[src/hw/rtl/mm_pkg.sv]
// shared types and constants for the matrix multiply core
package mm_pkg;

  // item operation codes
  typedef enum logic [1:0] {
    MODE_LOAD_A  = 2'd0,
    MODE_LOAD_B  = 2'd1,
    MODE_COMPUTE = 2'd2
  } mode_t;

  // configuration register indexes
  localparam logic [1:0] CFG_ROWS_A    = 2'd0;
  localparam logic [1:0] CFG_INNER_DIM = 2'd1;
  localparam logic [1:0] CFG_COLS_B    = 2'd2;

  // field widths fixed by the interface
  localparam int unsigned DIM_REG_W = 4;
  localparam int unsigned POS_W     = 3;
  localparam int unsigned IN_ELEM_W = 16;
  localparam int unsigned ACC_W     = 64;
  localparam int unsigned OUT_W     = 32;

  // controller to datapath command
  typedef struct packed {
    logic we_a;       // load item for store a
    logic we_b;       // load item for store b
    logic issue;      // one product term is read this cycle
    logic first_k;    // first term of an output element
    logic last_k;     // final term of an output element
    logic last_elem;  // final term of the whole product
  } ctl_cmd_t;

endpackage

[src/hw/rtl/mm_ram.sv]
// generic single write port ram with registered read
module mm_ram #(
  parameter int unsigned WIDTH = 16,
  parameter int unsigned DEPTH = 64
) (
  input  logic                     clk,
  input  logic                     we,
  input  logic [$clog2(DEPTH)-1:0] waddr,
  input  logic [WIDTH-1:0]         wdata,
  input  logic [$clog2(DEPTH)-1:0] raddr,
  output logic [WIDTH-1:0]         rdata
);

  logic [WIDTH-1:0] mem [DEPTH];
  logic [WIDTH-1:0] rdata_r;

  always_ff @(posedge clk) begin
    if (we) begin
      mem[waddr] <= wdata;
    end
    rdata_r <= mem[raddr];
  end

  assign rdata = rdata_r;

endmodule

[src/hw/rtl/mm_ctrl.sv]
// controller: config registers, handshake and the row/column/term walk
module mm_ctrl #(
  parameter int unsigned MAX_DIM = 8
) (
  input  logic                               clk,
  input  logic                               rst_n,
  input  logic                               start,
  input  logic [1:0]                         in_mode,
  input  logic                               cfg_we,
  input  logic [1:0]                         cfg_index,
  input  logic [mm_pkg::DIM_REG_W-1:0]       cfg_data,
  output logic                               busy,
  output mm_pkg::ctl_cmd_t                   cmd,
  output logic [$clog2(MAX_DIM)-1:0]         r_idx,
  output logic [$clog2(MAX_DIM)-1:0]         c_idx,
  output logic [$clog2(MAX_DIM)-1:0]         k_idx
);

  localparam int unsigned DW = $clog2(MAX_DIM);
  localparam int unsigned RW = mm_pkg::DIM_REG_W;
  localparam logic [6:0]  MAX_DIM_7 = 7'(MAX_DIM);
  localparam logic [DW-1:0] DIM_TOP = DW'(MAX_DIM - 1);

  typedef enum logic [1:0] {
    ST_IDLE = 2'b01,
    ST_RUN  = 2'b10
  } state_t;

  state_t          state_r, state_nxt;
  logic [RW-1:0]   rows_a_r, inner_dim_r, cols_b_r;
  logic [DW-1:0]   nr_m1_r, nk_m1_r, nc_m1_r;
  logic [DW-1:0]   nr_m1_nxt, nk_m1_nxt, nc_m1_nxt;
  logic [DW-1:0]   r_r, c_r, k_r;
  logic [DW-1:0]   r_nxt, c_nxt, k_nxt;
  logic            accept;
  logic            k_end, c_end, r_end;

  // zero acts as one, anything above the grid acts as the grid size
  function automatic logic [DW-1:0] dim_m1(input logic [RW-1:0] v);
    logic [DW-1:0] res;
    if (v == '0) begin
      res = '0;
    end else if (7'(v) > MAX_DIM_7) begin
      res = DIM_TOP;
    end else begin
      res = DW'(v - RW'(1));
    end
    return res;
  endfunction

  always_ff @(posedge clk) begin
    if (!rst_n) begin
      rows_a_r    <= RW'(8);
      inner_dim_r <= RW'(8);
      cols_b_r    <= RW'(8);
    end else if (cfg_we) begin
      unique case (cfg_index)
        mm_pkg::CFG_ROWS_A:    rows_a_r    <= cfg_data;
        mm_pkg::CFG_INNER_DIM: inner_dim_r <= cfg_data;
        mm_pkg::CFG_COLS_B:    cols_b_r    <= cfg_data;
        default: ;
      endcase
    end
  end

  assign busy   = (state_r == ST_RUN);
  assign accept = start && !busy;

  assign k_end = (k_r == nk_m1_r);
  assign c_end = (c_r == nc_m1_r);
  assign r_end = (r_r == nr_m1_r);

  always_comb begin
    state_nxt = state_r;
    nr_m1_nxt = nr_m1_r;
    nk_m1_nxt = nk_m1_r;
    nc_m1_nxt = nc_m1_r;
    r_nxt     = r_r;
    c_nxt     = c_r;
    k_nxt     = k_r;
    unique case (state_r)
      ST_IDLE: begin
        if (accept && (in_mode == mm_pkg::MODE_COMPUTE)) begin
          nr_m1_nxt = dim_m1(rows_a_r);
          nk_m1_nxt = dim_m1(inner_dim_r);
          nc_m1_nxt = dim_m1(cols_b_r);
          r_nxt     = '0;
          c_nxt     = '0;
          k_nxt     = '0;
          state_nxt = ST_RUN;
        end
      end
      ST_RUN: begin
        if (!k_end) begin
          k_nxt = k_r + DW'(1);
        end else begin
          k_nxt = '0;
          if (!c_end) begin
            c_nxt = c_r + DW'(1);
          end else begin
            c_nxt = '0;
            if (r_end) begin
              state_nxt = ST_IDLE;
            end else begin
              r_nxt = r_r + DW'(1);
            end
          end
        end
      end
      default: state_nxt = ST_IDLE;
    endcase
  end

  always_ff @(posedge clk) begin
    if (!rst_n) begin
      state_r <= ST_IDLE;
      r_r     <= '0;
      c_r     <= '0;
      k_r     <= '0;
      nr_m1_r <= '0;
      nk_m1_r <= '0;
      nc_m1_r <= '0;
    end else begin
      state_r <= state_nxt;
      r_r     <= r_nxt;
      c_r     <= c_nxt;
      k_r     <= k_nxt;
      nr_m1_r <= nr_m1_nxt;
      nk_m1_r <= nk_m1_nxt;
      nc_m1_r <= nc_m1_nxt;
    end
  end

  always_comb begin
    cmd.we_a      = accept && (in_mode == mm_pkg::MODE_LOAD_A);
    cmd.we_b      = accept && (in_mode == mm_pkg::MODE_LOAD_B);
    cmd.issue     = busy;
    cmd.first_k   = (k_r == '0);
    cmd.last_k    = k_end;
    cmd.last_elem = k_end && c_end && r_end;
  end

  assign r_idx = r_r;
  assign c_idx = c_r;
  assign k_idx = k_r;

endmodule

[src/hw/rtl/mm_datapath.sv]
// datapath: element stores, multiply, accumulate and saturate
module mm_datapath #(
  parameter int unsigned MAX_DIM       = 8,
  parameter int unsigned ELEMENT_WIDTH = 16
) (
  input  logic                                 clk,
  input  logic                                 rst_n,
  input  mm_pkg::ctl_cmd_t                     cmd,
  input  logic [$clog2(MAX_DIM)-1:0]           r_idx,
  input  logic [$clog2(MAX_DIM)-1:0]           c_idx,
  input  logic [$clog2(MAX_DIM)-1:0]           k_idx,
  input  logic [mm_pkg::POS_W-1:0]             in_row_index,
  input  logic [mm_pkg::POS_W-1:0]             in_col_index,
  input  logic signed [mm_pkg::IN_ELEM_W-1:0]  in_element_value,
  output logic                                 out_valid,
  output logic [mm_pkg::POS_W-1:0]             out_row,
  output logic [mm_pkg::POS_W-1:0]             out_col,
  output logic signed [mm_pkg::OUT_W-1:0]      out_value,
  output logic                                 out_saturated,
  output logic                                 out_last
);

  localparam int unsigned DW    = $clog2(MAX_DIM);
  localparam int unsigned DEPTH = MAX_DIM * MAX_DIM;
  localparam int unsigned AW    = $clog2(DEPTH);
  localparam int unsigned EW    = ELEMENT_WIDTH;
  localparam int unsigned PW    = 2 * ELEMENT_WIDTH;
  localparam int unsigned AccW  = mm_pkg::ACC_W;
  localparam int unsigned OW    = mm_pkg::OUT_W;
  localparam logic [AW-1:0] DIM_A = AW'(MAX_DIM);
  localparam logic [6:0]    DIM_7 = 7'(MAX_DIM);

  logic            in_grid;
  logic [AW-1:0]   waddr, raddr_a, raddr_b;
  logic [EW-1:0]   wdata, rdata_a, rdata_b;

  // loads outside the grid are dropped
  assign in_grid = (7'(in_row_index) < DIM_7) && (7'(in_col_index) < DIM_7);
  assign waddr   = AW'(AW'(in_row_index) * DIM_A) + AW'(in_col_index);
  assign wdata   = EW'($unsigned(in_element_value));
  assign raddr_a = AW'(AW'(r_idx) * DIM_A) + AW'(k_idx);
  assign raddr_b = AW'(AW'(k_idx) * DIM_A) + AW'(c_idx);

  mm_ram #(.WIDTH(EW), .DEPTH(DEPTH)) u_store_a (
    .clk   (clk),
    .we    (cmd.we_a && in_grid),
    .waddr (waddr),
    .wdata (wdata),
    .raddr (raddr_a),
    .rdata (rdata_a)
  );

  mm_ram #(.WIDTH(EW), .DEPTH(DEPTH)) u_store_b (
    .clk   (clk),
    .we    (cmd.we_b && in_grid),
    .waddr (waddr),
    .wdata (wdata),
    .raddr (raddr_b),
    .rdata (rdata_b)
  );

  // stage 1: ram read data, stage 2: product, stage 3: accumulate and output
  logic                    s1_vld_r, s2_vld_r;
  logic                    s1_first_r, s1_lastk_r, s1_last_r;
  logic                    s2_first_r, s2_lastk_r, s2_last_r;
  logic [DW-1:0]           s1_r_r, s1_c_r, s2_r_r, s2_c_r;
  logic signed [PW-1:0]    prod_r;
  logic signed [AccW-1:0]  acc_r, sum;
  logic                    sum_ovf;
  logic                    out_valid_r, out_sat_r, out_last_r;
  logic [mm_pkg::POS_W-1:0] out_row_r, out_col_r;
  logic signed [OW-1:0]    out_value_r;

  assign sum     = (s2_first_r ? '0 : acc_r) + AccW'(prod_r);
  // clipped unless the upper bits are all copies of the sign bit
  assign sum_ovf = !((&sum[AccW-1:OW-1]) || !(|sum[AccW-1:OW-1]));

  always_ff @(posedge clk) begin
    if (!rst_n) begin
      s1_vld_r    <= 1'b0;
      s2_vld_r    <= 1'b0;
      out_valid_r <= 1'b0;
    end else begin
      s1_vld_r    <= cmd.issue;
      s2_vld_r    <= s1_vld_r;
      out_valid_r <= s2_vld_r && s2_lastk_r;
    end
  end

  always_ff @(posedge clk) begin
    s1_first_r <= cmd.first_k;
    s1_lastk_r <= cmd.last_k;
    s1_last_r  <= cmd.last_elem;
    s1_r_r     <= r_idx;
    s1_c_r     <= c_idx;
    s2_first_r <= s1_first_r;
    s2_lastk_r <= s1_lastk_r;
    s2_last_r  <= s1_last_r;
    s2_r_r     <= s1_r_r;
    s2_c_r     <= s1_c_r;
    prod_r     <= $signed(rdata_a) * $signed(rdata_b);
    if (s2_vld_r) begin
      acc_r <= sum;
      if (s2_lastk_r) begin
        out_row_r  <= mm_pkg::POS_W'(s2_r_r);
        out_col_r  <= mm_pkg::POS_W'(s2_c_r);
        out_sat_r  <= sum_ovf;
        out_last_r <= s2_last_r;
        if (!sum_ovf) begin
          out_value_r <= sum[OW-1:0];
        end else if (sum[AccW-1]) begin
          out_value_r <= {1'b1, {(OW-1){1'b0}}};
        end else begin
          out_value_r <= {1'b0, {(OW-1){1'b1}}};
        end
      end
    end
  end

  assign out_valid     = out_valid_r;
  assign out_row       = out_row_r;
  assign out_col       = out_col_r;
  assign out_value     = out_value_r;
  assign out_saturated = out_sat_r;
  assign out_last      = out_last_r;

endmodule

[src/hw/rtl/matrix_multiply_core.sv]
// top level of the fixed point dense matrix multiply core
//
// usage notes
// - input items are taken at a clock edge with start high and busy low
// - in_mode picks the item: load an element of a, load an element of b, or compute
// - busy stays low during a load, so loads can stream one per cycle
// - loads with a row or column outside the grid are dropped
// - a compute item raises busy until the whole product has been walked, one product term
//   per cycle, set by the single read port of each element store
// - each product element is strobed on out_valid for one cycle, row-major,
//   with out_last on the final one; each comes out once its last term has passed
//   the read, product and accumulate stages
// - the receiver cannot stall: results must be taken when strobed
// - shape registers are to be written through cfg_we/cfg_index/cfg_data while idle, a rule
//   the block leaves to the user; zero acts as one and values above the grid act as the grid size
// - reset sets all three shape registers to 8 and clears the control path;
//   the element stores are not cleared and hold garbage until loaded
module matrix_multiply_core #(
  parameter int unsigned MAX_DIM       = 8,
  parameter int unsigned ELEMENT_WIDTH = 16
) (
  input  logic                                 clk,
  input  logic                                 rst_n,
  // input channel
  input  logic                                 start,
  output logic                                 busy,
  input  logic [1:0]                           in_mode,
  input  logic [mm_pkg::POS_W-1:0]             in_row_index,
  input  logic [mm_pkg::POS_W-1:0]             in_col_index,
  input  logic signed [mm_pkg::IN_ELEM_W-1:0]  in_element_value,
  // result channel
  output logic                                 out_valid,
  output logic [mm_pkg::POS_W-1:0]             out_row,
  output logic [mm_pkg::POS_W-1:0]             out_col,
  output logic signed [mm_pkg::OUT_W-1:0]      out_value,
  output logic                                 out_saturated,
  output logic                                 out_last,
  // configuration port
  input  logic                                 cfg_we,
  input  logic [1:0]                           cfg_index,
  input  logic [mm_pkg::DIM_REG_W-1:0]         cfg_data
);

  localparam int unsigned DW = $clog2(MAX_DIM);

  mm_pkg::ctl_cmd_t cmd;
  logic [DW-1:0]    r_idx, c_idx, k_idx;

  // walks r, c, k and issues one term per cycle
  mm_ctrl #(.MAX_DIM(MAX_DIM)) u_ctrl (
    .clk       (clk),
    .rst_n     (rst_n),
    .start     (start),
    .in_mode   (in_mode),
    .cfg_we    (cfg_we),
    .cfg_index (cfg_index),
    .cfg_data  (cfg_data),
    .busy      (busy),
    .cmd       (cmd),
    .r_idx     (r_idx),
    .c_idx     (c_idx),
    .k_idx     (k_idx)
  );

  // stores, multiplier and accumulator, three stages deep
  mm_datapath #(
    .MAX_DIM       (MAX_DIM),
    .ELEMENT_WIDTH (ELEMENT_WIDTH)
  ) u_datapath (
    .clk              (clk),
    .rst_n            (rst_n),
    .cmd              (cmd),
    .r_idx            (r_idx),
    .c_idx            (c_idx),
    .k_idx            (k_idx),
    .in_row_index     (in_row_index),
    .in_col_index     (in_col_index),
    .in_element_value (in_element_value),
    .out_valid        (out_valid),
    .out_row          (out_row),
    .out_col          (out_col),
    .out_value        (out_value),
    .out_saturated    (out_saturated),
    .out_last         (out_last)
  );

endmodule

[config.mk]
export PLATFORM = sky130hd
export DESIGN_NAME = matrix_multiply_core
export DESIGN_NICKNAME = d
export VERILOG_FILES = /design/src/hw/rtl/mm_pkg.sv /design/src/hw/rtl/mm_ram.sv /design/src/hw/rtl/mm_ctrl.sv /design/src/hw/rtl/mm_datapath.sv /design/src/hw/rtl/matrix_multiply_core.sv
export SDC_FILE = /design/constraint.sdc
export NUM_CORES = 2
export LEC_CHECK = 0
export BUFFER_PORTS_ARGS = -buffer_cell sky130_fd_sc_hd__buf_2
export CORE_MARGIN = 2
export CORE_UTILIZATION = 50
export CTS_CLUSTER_DIAMETER = 40
export DETAILED_ROUTE_END_ITERATION = 10
export HOLD_SLACK_MARGIN = 0.08
export PLACE_DENSITY = 0.7
export REMOVE_ABC_BUFFERS = 1
export SLEW_MARGIN = 20
export SYNTH_ARGS = -nofsm -noshare
export SYNTH_HDL_FRONTEND = slang
export SYNTH_SLANG_ARGS = --single-unit
[constraint.sdc]
create_clock -name clk -period 6.6 [get_ports clk]
set_clock_uncertainty 0.2 [all_clocks]
set_input_delay 0 -clock clk [delete_from_list [all_inputs] [get_ports clk]]
set_output_delay 0 -clock clk [all_outputs]
set_load 0.005 [all_outputs]
==> results.md <==
* Max Fclk at 158 MHz
* H-tree depth at 5
* Dpl ws at 0.0758 ns
* Worst reg2reg setup slack at 0.28 ns
* Worst-Margin Slew at 1.15 ns
* Clock slew at reported path FFs at 0.05 ns
* Row cnt at 163
* Synth area leaders: edfxtp_1 (65%), mux4_2 (15%), fa_1 (5.3%)
* Root Driver: clkbuf_16
* Synthesis-to-layout area growth at 16.0%
* Worst setup EP type: register
* Non-filler instance count after layout at 8,622
* WS Path Type: reg -> reg
* Layout cells sized above 1 at 0.266
* Fraction of registers with async set/reset at 0
* Netlist cell types at 95
* DR vias/cell at ~6
* Setup Fix Bufs, Post-CTS at 0
* Most frequent cell after synthesis: edfxtp_1
* Util after Layout at 0.585
* Routability congestion estimate at 0.864
* Yosys top cell area share at 0.650
* Die height at 450 um
* Initial antenna violation count at 26
* Setup-failing EPs final at 0
* Die ar. at 202,000 sq um
* Tot Pwr at 0.0377 W
* Crit path launch type: register
* Cells after DPL at ~8,000
* Final hold violations at 0
* Total core area at 197,000 sq um
* Minimum clock period at 6.32 ns
* Pwr per Cell Area at about 330 nW/um^2
* Setup_tns at 0 ns
* Final nets at 6,187
* Total wire length at 238,000 um
* Slew Viols, Final at 0
* All-Layer GR Usage at 0.237
* CTS buffer count at 316
* # clock sinks at 2,269
* Detail Placement HPWL at 143,000 um
* First-pass DRT Iterations at 6
* Post-synth EDFFs at 2,152
* Crit path DAT at between 6 and 7 ns
* Clock buffer depth at 4
* I/O pin total at 76
* Vias at 51,549
* Run status: finished clean
* Tcrit/Tclk final at 0.957
* Yosys warnings at 0
* Average wire per standard cell at 27.6 um
* DIE WIDTH at 450 um
* Clock Latency Late Sink at 0.96 ns
* Syn avg cell area at 18.8 sq um
* DRC viols at 0
* Starting density of the core at 0.504
* Area of the mapped netlist at 99,400 sq um
* Leakage at between 30 and 40 nW
* CP Max Fanout at 10
* Global route overflow at 0
* Syn Inst Count at 5,288
* Required @ worst endpoint at 7.18 ns
* # port buffers at 75
* Largest net degree at the start of global routing at around 130
* Post-synthesis sequential area ratio at 0.673
* Most frequent cells after synthesis: edfxtp_1 (2,152), mux4_2 (672), inv_1 (375), fa_1 (263), nor2_1 (232)
* RSZ-0062 raised after global routing: false
* Initial DRC count at 5,999
* First-pass GRT wire length at 354,000 um
* Hold crit path type: reg -> reg
* Final WS setup at about 0.28 ns
* Primary FF master, synth: edfxtp_1
* Maxcap violations at 0
* Max rail drop VDD at 0.293 mV
* Slew HR at 0.235
* Antenna Violating Nets Remaining at 0
* CTS tree: yes
* Register bit total from synthesis at about 2,300
* Vias in the first global route at roughly 53,000
* Largest area contributor in the netlist: edfxtp_1
==> per-layer routing <==
| metal | vias up | share of wire | track usage | routed length, um |
|---|---|---|---|---|
| met5 | - | 0.00029 | 0 | 69 |
| met4 | 10 | 0.024 | 0.0673 | 5650 |
| met3 | 352 | 0.083 | 0.0418 | 19600 |
| met2 | 2371 | 0.49 | 0.379 | 116000 |
| met1 | 27135 | 0.41 | 0.339 | 96900 |
| li1 | 21681 | - | - | - |
==> final cells by class <==
cell class | instances | area (sq um)
flip-flops and latches | 2269 | 67000
diodes | 6 | 15.0
multi-input cells | 2393 | 30100
repair buffers | 380 | 3270
clock buffers | 353 | 8200
inverters | 378 | 1420
clock inverters | 203 | 2040
well taps | 2640 | 3300
fillers | 14404 | 82000
==> timing repair <==
| action | in CTS | in global routing |
|---|---|---|
| hold buffers | 94 | 0 |
| endpoints found under the hold margin | 4060 | 0 |
| gates resized for setup | 0 | 27 |
| endpoints found under the setup margin | 0 | 5 |
==> worst paths after layout <==
path	end	start	cells after the start
min reg2reg	u_datapath.s2_first_r	u_datapath.s1_first_r	0
min	u_datapath.s2_first_r	u_datapath.s1_first_r	0
max reg2reg	u_datapath.prod_r[30]	u_datapath.u_store_b.rdata[5]	24
max	u_datapath.prod_r[30]	u_datapath.u_store_b.rdata[5]	24
==> report_power, final <==
part / switching (W) / total [W] / leakage [nW] / internal (W)
Sequential: 0.0000924 / 0.0161 / 20.3 / 0.0160
Clock: 0.00641 / 0.0163 / 4.93 / 0.00988
Combinational: 0.00314 / 0.00527 / 13.4 / 0.00212
Total: 0.00965 / 0.0377 / 38.7 / 0.0280
==> placed cells by master (no fill, tap or decap), drive strengths merged, types with 77 or more instances in the layout <==
cell type and n:
edfxtp 2152, mux4 672, inv 435, clkbuf 353, buf 303, fa 263
nor2 232, nand2 202, ha 152, and2 136, dfxtp 117, a21oi 98
clkinv 94, nor2b 84, dlygate4sd3 77
==> worst max-delay path: stages, from the launching register on <==
cell,delay [ns]
dfxtp_2,0.37
buf_4,0.17
and2_1,0.17
fa_1,0.50
inv_1,0.05
fa_1,0.40
fa_1,0.55
inv_1,0.06
fa_1,0.45
fa_1,0.51
inv_1,0.05
fa_1,0.47
inv_1,0.04
ha_1,0.33
a21oi_2,0.15
o21bai_1,0.08
a21o_1,0.18
a21o_1,0.18
a21oi_2,0.15
a31oi_1,0.13
o211ai_1,0.29
nand3_1,0.16
a311oi_1,0.29
o21ai_1,0.11
xor2_1,0.16
==> flip-flops by register name (all words and copies together) (netlist names), 4 cells and up <==
register and count:
u_ctrl.cols_b_r 4, u_datapath.acc_r 64, u_datapath.u_store_a.mem 1024, u_ctrl.rows_a_r 4
u_ctrl.inner_dim_r 4, u_datapath.prod_r 32, u_datapath.u_store_a.rdata 16, u_datapath.u_store_b.mem 1024
u_datapath.out_value 32, u_datapath.u_store_b.rdata 16
==> stage by stage <==
stage               hold WS, ns  cell area (sq um)
finish                    0.122             115000
global route              0.130             115000
CTS                       0.122             115000
detailed placement       0.0746             104000
global placement         0.0718             104000
floorplan                -0.138              98500
==> kinds of logic (layout without fill, tap and decap cells) <==
kind of cell             after synthesis  in the layout  synth area share
XOR/XNOR                              94             94           0.00854
buffers and inverters                626           1314            0.0243
AND/OR/NAND/NOR                      832            832            0.0417
adder cells (fa/ha/maj)              421            421            0.0727
flip-flops                          2269           2269             0.673
other                                  0              6                 0
multiplexers                         687            687             0.154
AO/OA/AOI/OAI                        359            359            0.0257
No activity file was read; power rests on OpenSTA's default activity.
